===== src/rtl/core/sdhs_pkg.sv =====
`default_nettype none
// ----------------------------------------------------------------------------
// sdhs_pkg
// Shared types and codes for the SCAN disk head seek model.
// ----------------------------------------------------------------------------
package sdhs_pkg;

  localparam int AddrW    = 32;
  localparam int TrackW   = 16;
  localparam int SectorW  = 16;
  localparam int StepsW   = 17;
  localparam int TimeW    = 32;
  localparam int ServiceW = 50;
  localparam int CfgIdxW  = 3;

  typedef enum logic [CfgIdxW-1:0] {
    REG_TRACK_COUNT  = 3'd0,
    REG_SECTORS      = 3'd1,
    REG_TRACK_TIME   = 3'd2,
    REG_SECTOR_TIME  = 3'd3,
    REG_START_TRACK  = 3'd4,
    REG_START_SECTOR = 3'd5
  } sdhs_reg_t;

  typedef struct packed {
    logic [TrackW-1:0]  track_count;
    logic [SectorW-1:0] sectors_per_track;
    logic [TimeW-1:0]   track_time;
    logic [TimeW-1:0]   sector_time;
  } sdhs_cfg_t;

  typedef struct packed {
    logic              load_track;
    logic              load_sector;
    logic [TrackW-1:0] value;
  } sdhs_head_load_t;

  typedef struct packed {
    logic [TrackW-1:0]  track;
    logic [SectorW-1:0] sector;
    logic               oor;
  } sdhs_req_t;

  typedef struct packed {
    logic full;
    logic empty;
  } sdhs_q_stat_t;

endpackage
`default_nettype wire


===== src/rtl/core/sdhs_front.sv =====
`default_nettype none
// ----------------------------------------------------------------------------
// sdhs_front
// Accepts a logical address, splits it into track and sector with a
// bit-serial restoring divider and classifies it against the disk capacity.
// ----------------------------------------------------------------------------
module sdhs_front (
  input  wire logic                         clk,
  input  wire logic                         rst_n,
  input  wire sdhs_pkg::sdhs_cfg_t          cfg,
  input  wire logic                         in_valid,
  output logic                              in_stall,
  input  wire logic [sdhs_pkg::AddrW-1:0]   in_logical_address,
  input  wire sdhs_pkg::sdhs_q_stat_t       q_stat,
  output logic                              push,
  output sdhs_pkg::sdhs_req_t               push_data
);
  import sdhs_pkg::*;

  typedef enum logic [1:0] {F_IDLE, F_DIV, F_PUSH} front_state_t;

  front_state_t       state_r;
  logic [AddrW-1:0]   quo_r;
  logic [AddrW-1:0]   quo_nxt;
  logic [SectorW-1:0] rem_r;
  logic [SectorW-1:0] rem_nxt;
  logic [4:0]         cnt_r;
  logic [SectorW:0]   rem_sh;
  logic [SectorW:0]   rem_diff;
  logic               fits;

  assign rem_sh   = {rem_r, quo_r[AddrW-1]};
  assign rem_diff = rem_sh - {1'b0, cfg.sectors_per_track};
  assign fits     = rem_sh >= {1'b0, cfg.sectors_per_track};
  assign rem_nxt  = fits ? rem_diff[SectorW-1:0] : rem_sh[SectorW-1:0];
  assign quo_nxt  = {quo_r[AddrW-2:0], fits};

  assign in_stall = (state_r != F_IDLE);
  assign push     = (state_r == F_PUSH) && !q_stat.full;

  assign push_data.track  = quo_r[TrackW-1:0];
  assign push_data.sector = rem_r;
  assign push_data.oor    = (cfg.sectors_per_track == '0) ||
                            (quo_r >= {{(AddrW-TrackW){1'b0}}, cfg.track_count});

  always_ff @(posedge clk) begin
    if (!rst_n) begin
      state_r <= F_IDLE;
      cnt_r   <= '0;
    end else begin
      unique case (state_r)
        F_IDLE: begin
          if (in_valid) begin
            quo_r   <= in_logical_address;
            rem_r   <= '0;
            cnt_r   <= '0;
            state_r <= F_DIV;
          end
        end
        F_DIV: begin
          quo_r <= quo_nxt;
          rem_r <= rem_nxt;
          cnt_r <= cnt_r + 5'd1;
          if (&cnt_r) begin
            state_r <= F_PUSH;
          end
        end
        F_PUSH: begin
          if (!q_stat.full) begin
            state_r <= F_IDLE;
          end
        end
        default: state_r <= F_IDLE;
      endcase
    end
  end

endmodule
`default_nettype wire


===== src/rtl/core/sdhs_queue.sv =====
`default_nettype none
// ----------------------------------------------------------------------------
// sdhs_queue
// Two-entry queue of classified requests between the front and the back.
// ----------------------------------------------------------------------------
module sdhs_queue (
  input  wire logic                   clk,
  input  wire logic                   rst_n,
  input  wire logic                   push,
  input  wire sdhs_pkg::sdhs_req_t    push_data,
  input  wire logic                   pop,
  output sdhs_pkg::sdhs_req_t         pop_data,
  output sdhs_pkg::sdhs_q_stat_t      q_stat
);
  import sdhs_pkg::*;

  sdhs_req_t  mem_r [2];
  logic       wr_ptr_r;
  logic       rd_ptr_r;
  logic [1:0] count_r;

  assign pop_data     = mem_r[rd_ptr_r];
  assign q_stat.full  = count_r[1];
  assign q_stat.empty = (count_r == 2'd0);

  always_ff @(posedge clk) begin
    if (push) begin
      mem_r[wr_ptr_r] <= push_data;
    end
  end

  always_ff @(posedge clk) begin
    if (!rst_n) begin
      wr_ptr_r <= 1'b0;
      rd_ptr_r <= 1'b0;
      count_r  <= 2'd0;
    end else begin
      if (push) begin
        wr_ptr_r <= !wr_ptr_r;
      end
      if (pop) begin
        rd_ptr_r <= !rd_ptr_r;
      end
      if (push && !pop) begin
        count_r <= count_r + 2'd1;
      end else if (pop && !push) begin
        count_r <= count_r - 2'd1;
      end
    end
  end

endmodule
`default_nettype wire


===== src/rtl/core/sdhs_back.sv =====
`default_nettype none
// ----------------------------------------------------------------------------
// sdhs_back
// Moves the simulated head by SCAN rules, counts track and sector steps,
// forms the service time and holds the result beat in an output register.
// ----------------------------------------------------------------------------
module sdhs_back #(
  parameter int TRACK_BITS  = 16,
  parameter int SECTOR_BITS = 16
) (
  input  wire logic                          clk,
  input  wire logic                          rst_n,
  input  wire sdhs_pkg::sdhs_cfg_t           cfg,
  input  wire sdhs_pkg::sdhs_head_load_t     head_load,
  input  wire sdhs_pkg::sdhs_q_stat_t        q_stat,
  input  wire sdhs_pkg::sdhs_req_t           pop_data,
  output logic                               pop,
  output logic                               out_valid,
  input  wire logic                          out_stall,
  output logic [sdhs_pkg::TrackW-1:0]        out_target_track,
  output logic [sdhs_pkg::SectorW-1:0]       out_target_sector,
  output logic [sdhs_pkg::StepsW-1:0]        out_track_steps,
  output logic [sdhs_pkg::SectorW-1:0]       out_sector_steps,
  output logic [sdhs_pkg::ServiceW-1:0]      out_service_time,
  output logic                               out_out_of_range
);
  import sdhs_pkg::*;

  typedef enum logic [1:0] {B_IDLE, B_MUL, B_SUM} back_state_t;

  localparam int PtW = StepsW + TimeW;
  localparam int PsW = SectorW + TimeW;

  back_state_t            state_r;
  logic [TRACK_BITS-1:0]  head_track_r;
  logic [SECTOR_BITS-1:0] head_sector_r;
  logic                   moving_down_r;

  logic [TrackW-1:0]      tgt_track_r;
  logic [SectorW-1:0]     tgt_sector_r;
  logic [StepsW-1:0]      tsteps_r;
  logic [SectorW-1:0]     ssteps_r;
  logic                   oor_r;
  logic [PtW-1:0]         prod_t_r;
  logic [PsW-1:0]         prod_s_r;

  logic                   out_valid_r;
  logic [TrackW-1:0]      out_track_r;
  logic [SectorW-1:0]     out_sector_r;
  logic [StepsW-1:0]      out_tsteps_r;
  logic [SectorW-1:0]     out_ssteps_r;
  logic [ServiceW-1:0]    out_time_r;
  logic                   out_oor_r;

  logic [StepsW-1:0]      t_x;
  logic [StepsW-1:0]      c_x;
  logic [StepsW-1:0]      p_x;
  logic [StepsW-1:0]      s_x;
  logic [StepsW-1:0]      scnt_x;
  logic [StepsW-1:0]      hraw_x;
  logic [StepsW-1:0]      h_x;
  logic [StepsW-1:0]      tsteps_nxt;
  logic                   down_nxt;
  logic [StepsW-1:0]      diff_x;
  logic [SectorW-1:0]     ssteps_nxt;
  logic [StepsW-1:0]      sec_inc;
  logic [SectorW-1:0]     sec_nxt;
  logic                   out_free;

  assign t_x    = {1'b0, pop_data.track};
  assign s_x    = {1'b0, pop_data.sector};
  assign c_x    = {1'b0, TrackW'(head_track_r)};
  assign hraw_x = {1'b0, SectorW'(head_sector_r)};
  assign p_x    = {1'b0, cfg.track_count};
  assign scnt_x = {1'b0, cfg.sectors_per_track};

  always_comb begin
    tsteps_nxt = '0;
    down_nxt   = moving_down_r;
    if (t_x == c_x) begin
      tsteps_nxt = '0;
    end else if (!moving_down_r) begin
      if (t_x > c_x) begin
        tsteps_nxt = t_x - c_x + 17'd1;
      end else begin
        tsteps_nxt = ((c_x < p_x) ? (p_x - c_x) : '0) + (p_x - 17'd1 - t_x);
        down_nxt   = 1'b1;
      end
    end else begin
      if (t_x < c_x) begin
        tsteps_nxt = c_x - t_x + 17'd1;
      end else begin
        tsteps_nxt = c_x + 17'd1 + t_x;
        down_nxt   = 1'b0;
      end
    end
  end

  assign h_x        = (hraw_x >= scnt_x) ? (scnt_x - 17'd1) : hraw_x;
  assign diff_x     = (s_x >= h_x) ? (s_x - h_x) : (s_x + scnt_x - h_x);
  assign ssteps_nxt = diff_x[SectorW-1:0] + 16'd1;
  assign sec_inc    = s_x + 17'd1;
  assign sec_nxt    = (sec_inc == scnt_x) ? '0 : sec_inc[SectorW-1:0];

  assign pop      = (state_r == B_IDLE) && !q_stat.empty;
  assign out_free = !out_valid_r || !out_stall;

  assign out_valid         = out_valid_r;
  assign out_target_track  = out_track_r;
  assign out_target_sector = out_sector_r;
  assign out_track_steps   = out_tsteps_r;
  assign out_sector_steps  = out_ssteps_r;
  assign out_service_time  = out_time_r;
  assign out_out_of_range  = out_oor_r;

  always_ff @(posedge clk) begin
    if (!rst_n) begin
      state_r       <= B_IDLE;
      head_track_r  <= '0;
      head_sector_r <= '0;
      moving_down_r <= 1'b0;
      out_valid_r   <= 1'b0;
    end else begin
      if ((state_r == B_SUM) && out_free) begin
        out_valid_r <= 1'b1;
      end else if (!out_stall) begin
        out_valid_r <= 1'b0;
      end
      if (head_load.load_track) begin
        head_track_r <= TRACK_BITS'(head_load.value);
      end
      if (head_load.load_sector) begin
        head_sector_r <= SECTOR_BITS'(head_load.value);
      end
      unique case (state_r)
        B_IDLE: begin
          if (pop) begin
            oor_r <= pop_data.oor;
            if (pop_data.oor) begin
              tgt_track_r  <= '0;
              tgt_sector_r <= '0;
              tsteps_r     <= '0;
              ssteps_r     <= '0;
            end else begin
              tgt_track_r   <= pop_data.track;
              tgt_sector_r  <= pop_data.sector;
              tsteps_r      <= tsteps_nxt;
              ssteps_r      <= ssteps_nxt;
              head_track_r  <= TRACK_BITS'(pop_data.track);
              head_sector_r <= SECTOR_BITS'(sec_nxt);
              moving_down_r <= down_nxt;
            end
            state_r <= B_MUL;
          end
        end
        B_MUL: begin
          prod_t_r <= PtW'(tsteps_r) * PtW'(cfg.track_time);
          prod_s_r <= PsW'(ssteps_r) * PsW'(cfg.sector_time);
          state_r  <= B_SUM;
        end
        B_SUM: begin
          if (out_free) begin
            out_track_r  <= tgt_track_r;
            out_sector_r <= tgt_sector_r;
            out_tsteps_r <= tsteps_r;
            out_ssteps_r <= ssteps_r;
            out_time_r   <= ServiceW'(prod_t_r) + ServiceW'(prod_s_r);
            out_oor_r    <= oor_r;
            state_r      <= B_IDLE;
          end
        end
        default: state_r <= B_IDLE;
      endcase
    end
  end

endmodule
`default_nettype wire


===== src/rtl/core/scan_disk_head_seek_model_top.sv =====
`default_nettype none
// Each address is split by the 32-step serial divider; the input stalls until the
// split request has been pushed into the queue, then the next address may be taken.
// A two-entry queue lets the divider start the next address while a result waits.
// Reset: synchronous active-low rst_n restores the registers to their defaults,
// puts the head on track 0, sector 0, ascending, and empties the queue.
// ----------------------------------------------------------------------------
// scan_disk_head_seek_model_top
// SCAN elevator disk seek time model: address split, head movement and
// service time, with a register write port for the disk geometry and timing.
// ----------------------------------------------------------------------------
module scan_disk_head_seek_model_top #(
  parameter int TRACK_BITS  = 16,
  parameter int SECTOR_BITS = 16
) (
  input  wire logic                              clk,
  input  wire logic                              rst_n,
  input  wire logic                              cfg_valid,
  output logic                                   cfg_ready,
  input  wire logic [sdhs_pkg::CfgIdxW-1:0]      cfg_index,
  input  wire logic [sdhs_pkg::TimeW-1:0]        cfg_data,
  input  wire logic                              in_valid,
  output logic                                   in_stall,
  input  wire logic [sdhs_pkg::AddrW-1:0]        in_logical_address,
  output logic                                   out_valid,
  input  wire logic                              out_stall,
  output logic [sdhs_pkg::TrackW-1:0]            out_target_track,
  output logic [sdhs_pkg::SectorW-1:0]           out_target_sector,
  output logic [sdhs_pkg::StepsW-1:0]            out_track_steps,
  output logic [sdhs_pkg::SectorW-1:0]           out_sector_steps,
  output logic [sdhs_pkg::ServiceW-1:0]          out_service_time,
  output logic                                   out_out_of_range
);
  import sdhs_pkg::*;

  sdhs_cfg_t       cfg_r;
  sdhs_head_load_t head_load;
  sdhs_q_stat_t    q_stat;
  sdhs_req_t       push_data;
  sdhs_req_t       pop_data;
  logic            push;
  logic            pop;
  logic            cfg_wr;

  assign cfg_ready = 1'b1;
  assign cfg_wr    = cfg_valid && cfg_ready;

  always_comb begin
    head_load.load_track  = 1'b0;
    head_load.load_sector = 1'b0;
    head_load.value       = cfg_data[TrackW-1:0];
    if (cfg_wr) begin
      unique case (cfg_index)
        REG_START_TRACK:  head_load.load_track  = 1'b1;
        REG_START_SECTOR: head_load.load_sector = 1'b1;
        default: ;
      endcase
    end
  end

  always_ff @(posedge clk) begin
    if (!rst_n) begin
      cfg_r.track_count       <= 16'd1024;
      cfg_r.sectors_per_track <= 16'd1024;
      cfg_r.track_time        <= 32'd65536;
      cfg_r.sector_time       <= 32'd65536;
    end else if (cfg_wr) begin
      unique case (cfg_index)
        REG_TRACK_COUNT: cfg_r.track_count       <= cfg_data[TrackW-1:0];
        REG_SECTORS:     cfg_r.sectors_per_track <= cfg_data[SectorW-1:0];
        REG_TRACK_TIME:  cfg_r.track_time        <= cfg_data;
        REG_SECTOR_TIME: cfg_r.sector_time       <= cfg_data;
        default: ;
      endcase
    end
  end

  sdhs_front u_front (
    .clk                (clk),
    .rst_n              (rst_n),
    .cfg                (cfg_r),
    .in_valid           (in_valid),
    .in_stall           (in_stall),
    .in_logical_address (in_logical_address),
    .q_stat             (q_stat),
    .push               (push),
    .push_data          (push_data)
  );

  sdhs_queue u_queue (
    .clk       (clk),
    .rst_n     (rst_n),
    .push      (push),
    .push_data (push_data),
    .pop       (pop),
    .pop_data  (pop_data),
    .q_stat    (q_stat)
  );

  sdhs_back #(
    .TRACK_BITS  (TRACK_BITS),
    .SECTOR_BITS (SECTOR_BITS)
  ) u_back (
    .clk               (clk),
    .rst_n             (rst_n),
    .cfg               (cfg_r),
    .head_load         (head_load),
    .q_stat            (q_stat),
    .pop_data          (pop_data),
    .pop               (pop),
    .out_valid         (out_valid),
    .out_stall         (out_stall),
    .out_target_track  (out_target_track),
    .out_target_sector (out_target_sector),
    .out_track_steps   (out_track_steps),
    .out_sector_steps  (out_sector_steps),
    .out_service_time  (out_service_time),
    .out_out_of_range  (out_out_of_range)
  );

endmodule
`default_nettype wire


===== config.mk =====
export PLATFORM = sky130hd
export DESIGN_NAME = scan_disk_head_seek_model_top
export DESIGN_NICKNAME = d
export VERILOG_FILES = /design/src/rtl/core/sdhs_pkg.sv /design/src/rtl/core/sdhs_front.sv /design/src/rtl/core/sdhs_queue.sv /design/src/rtl/core/sdhs_back.sv /design/src/rtl/core/scan_disk_head_seek_model_top.sv
export SDC_FILE = /design/constraint.sdc
export NUM_CORES = 2
export LEC_CHECK = 0
export ABC_AREA = 1
export BUFFER_PORTS_ARGS = -buffer_cell sky130_fd_sc_hd__buf_2
export CORE_UTILIZATION = 55
export DETAILED_ROUTE_END_ITERATION = 10
export GPL_TIMING_DRIVEN = 0
export PLACE_DENSITY_LB_ADDON = 0.25
export SLEW_MARGIN = 20
export SYNTH_ARGS = -nofsm -noshare
export SYNTH_HDL_FRONTEND = slang
export SYNTH_SLANG_ARGS = --single-unit

===== constraint.sdc =====
create_clock -name clk -period 17.5 [get_ports clk]
set_input_delay 1.75 -clock clk [delete_from_list [all_inputs] [get_ports clk]]
set_output_delay 1.75 -clock clk [all_outputs]
set_load 0.02 [all_outputs]

==> metrics.md <==
| Metric | Value |
|---|---|
| Status | `finished clean` |
| Total negative slack | `0 ns` |
| Starting Density | `55.8%` |
| RSZ-0062 raised after global routing | `no` |
| Gpl congestion | `1.02` |
| CP startpoint kind | `register` |
| Depth of the CTS H-tree | `2` |
| Most common cell after layout, fill and taps aside | `nand2_1` |
| DP HPWL | `180,000 um` |
| Met2 usage | `58.4%` |
| Layout cell share with drive strength beyond 1 | `4.96%` |
| CTS buffer count | `59` |
| Slew Viols, Final | `0` |
| Clk slew on worst S/H paths | `0.06 ns` |
| Vias/cell | `5.52` |
| Crit end category | `register` |
| Fin Clk Skew | `0.0785 ns` |
| Layout net count | `9,929` |
| Initial antenna violation count | `5` |
| Actual slew at the worst max-slew pin | `1.08 ns` |
| Yosys warnings | `0` |
| Register area share after synthesis | `22.2%` |
| # rows | `126` |
| Drt wl/cell | `21.6 um` |
| HP Class | `reg -> reg` |
| Met3 Use GR | `6.85%` |
| Overflow after GRT | `0` |
| Remaining antenna violation count | `0` |
| I/O pin count | `191` |
| Slew margin rel. | `27.3%` |
| Post-synth EDFFs | `393` |
| Syn_nets | `9,659` |
| Tmin final | `7.82 ns` |
| Synth Instances | `8,187` |
| Primary FF master, synth | `edfxtp_1` |
| Remaining DRCs | `0` |
| CP Data Required Time | `17.90 ns` |
| CP arrival | `8.22 ns` |
| Chip height | `349 um` |
| Port bufs | `189` |
| Hold Fails Final Rpt | `0` |
| Area grow syn2layout | `8.05%` |
| Hold Buf Count CTS | `0` |
| CP Max Fanout | `10` |
| Vias in the first global route | `56,270` |
| Most frequent cells in the layout | `nand2_1, inv_1, fa_1` |
| Clk buf depth | `3` |
| Synthesized area | `66,300 um2` |
| Detailed Route WL | `219,000 um` |
| Die Wd | `349 um` |
| First DRT Iteration DRCs | `5,194` |
| GRT busiest layer | `met2` |
| Post-CTS Setup Bufs | `0` |
| MaxCap Viol Count | `0` |
| CP Class | `reg -> reg` |
| Largest net degree at the start of global routing | `44` |
| Vias post-DR | `55,825` |
| Crit share post-route | `44.7%` |
| CTS tree | `yes` |
| Ys async rst share | `0%` |
| Pwr Density | `157 nW/um2` |
| Root Buffer | `clkbuf_16` |
| Later-pin clock latency in the skew report | `0.73 ns` |
| Yosys cell types | `58` |
| Synth Register Bits | `537` |
| Post-CTS Resized | `0` |
| GRT Resource Usage Total | `36.2%` |
| Core footprint | `119,000 um2` |
| Maximum VDD drop | `0.139 mV` |
| Met1 Track Usage GR | `46.4%` |
| Sink Count | `537` |
| Drt pass-1 iters | `6` |
| Lkg Pwr | `0.0365 uW` |
| Pre-CTS setup slack | `9.93 ns` |
| Setup violations, final | `0` |
| Total die area | `122,000 um2` |
| First-pass GRT wire length | `331,000 um` |
| Top achievable clock speed | `0.128 GHz` |
| Worst setup margin | `9.68 ns` |
| Syn_area_per_cell | `8.09 um2` |
where the power goes:
part | total, uW | internal, uW | switching [uW]
logic | 7920 | 2560 | 5360
clock network | 1350 | 770 | 575
registers | 1940 | 1710 | 233
total | 11200 | 5040 | 6160
cell type report:
class / count / area [um2]
Antenna cell: 4 / 10.0
Buffer: 310 / 1220
Sequential cell: 537 / 14700
Inverter: 1891 / 7100
Timing Repair Buffer: 209 / 1210
Multi-Input combinational cell: 5449 / 43300
Clock buffer: 79 / 1640
Fill cell: 10827 / 47100
Tap cell: 1600 / 2000
Clock inverter: 31 / 434
per-stage QoR:
step                      hold WS (ns)  cells  instance area [um2]  util (%)  total power, uW
after floorplan                  0.400   8187                66300         -             7240
after global placement           0.404   9976                69200      58.3             9620
after CTS                        0.415  10106                71600      60.3            11100
after detailed placement         0.405   9996                69500      58.5             9690
final                            0.417  10110                71600      60.3            11200
after global routing             0.421  10106                71600      60.3            12100
synthesized netlist by cell type (8+ instances only):
cell	n	area (um2)
o21ai_0	380	1900
a31oi_1	50	313
nand2_1	1933	7260
a21boi_0	16	120
ha_1	487	6090
inv_1	1878	7050
edfxtp_1	393	11800
xnor2_1	94	823
dfxtp_1	144	2880
inv_2	9	33.8
or2_2	30	188
nor2_2	8	50.1
o21a_1	19	143
nand3_1	196	981
o21bai_1	20	150
o221ai_1	8	70.1
fa_1	913	18300
o21ai_1	11	55.1
a21o_1	31	233
clkbuf_1	294	1100
o211ai_1	15	113
nor2_1	443	1660
nor3_1	48	240
nand4_1	43	269
nor4_1	13	81.3
a21oi_1	463	2320
nand2_2	29	181
xor2_1	128	1120
per-layer routing:
metal  wire [um]  vias up  share of wire [%]
met5          20        -             0.0091
met4       12900        2                5.9
met3       20700      568                9.4
met2       99400     2777                 45
met1       85900    26932                 39
li1            -    25546                  -
final timing paths:
check | from | cells after the start | end | slack, ns
worst min-delay path | u_back.tgt_sector_r[4] | 0 | u_back.out_target_sector[4] | 0.42
worst min register to register | u_back.tgt_sector_r[4] | 0 | u_back.out_target_sector[4] | 0.42
worst max register to register | u_back.ssteps_r[15] | 21 | u_back.prod_s_r[46] | 9.68
worst max-delay path | u_back.ssteps_r[15] | 21 | u_back.prod_s_r[46] | 9.68
cell families after synthesis:
logic type,count (synthesis),share of synthesized area [%]
DFF,537,22.2
other,1,0.00566
xor gates and xnor gates,223,2.97
buffers and inverters,2201,12.6
and+or+nand+nor,2770,16.8
adders and majority gates,1400,36.8
AOI/OAI and AO/OA,1055,8.69
worst max-delay path: stages (launching register included):
cell and delay (ns):
edfxtp_1 0.95, clkbuf_1 0.85, nand2_1 0.28, inv_1 0.13, fa_1 0.43, fa_1 0.53
fa_1 0.43, fa_1 0.51, fa_1 0.50, inv_1 0.05, fa_1 0.47, inv_1 0.04
ha_1 0.39, a21oi_1 0.24, inv_1 0.09, a31oi_1 0.29, o21a_1 0.20, o21ai_0 0.07
a21boi_0 0.18, nand3_1 0.17, a21oi_1 0.19, xor2_1 0.48
sequential cells by signal, summed over array words and instances (netlist names), 17 cells and up, named ones only:
name and flops:
cfg_r 96, u_back.tsteps_r 17, u_front.quo_r 32, u_queue.mem_r 66, u_back.out_service_time 50, u_back.out_track_steps 17
u_back.prod_s_r 48, u_back.prod_t_r 49
Power figures use the tool's default switching activity.
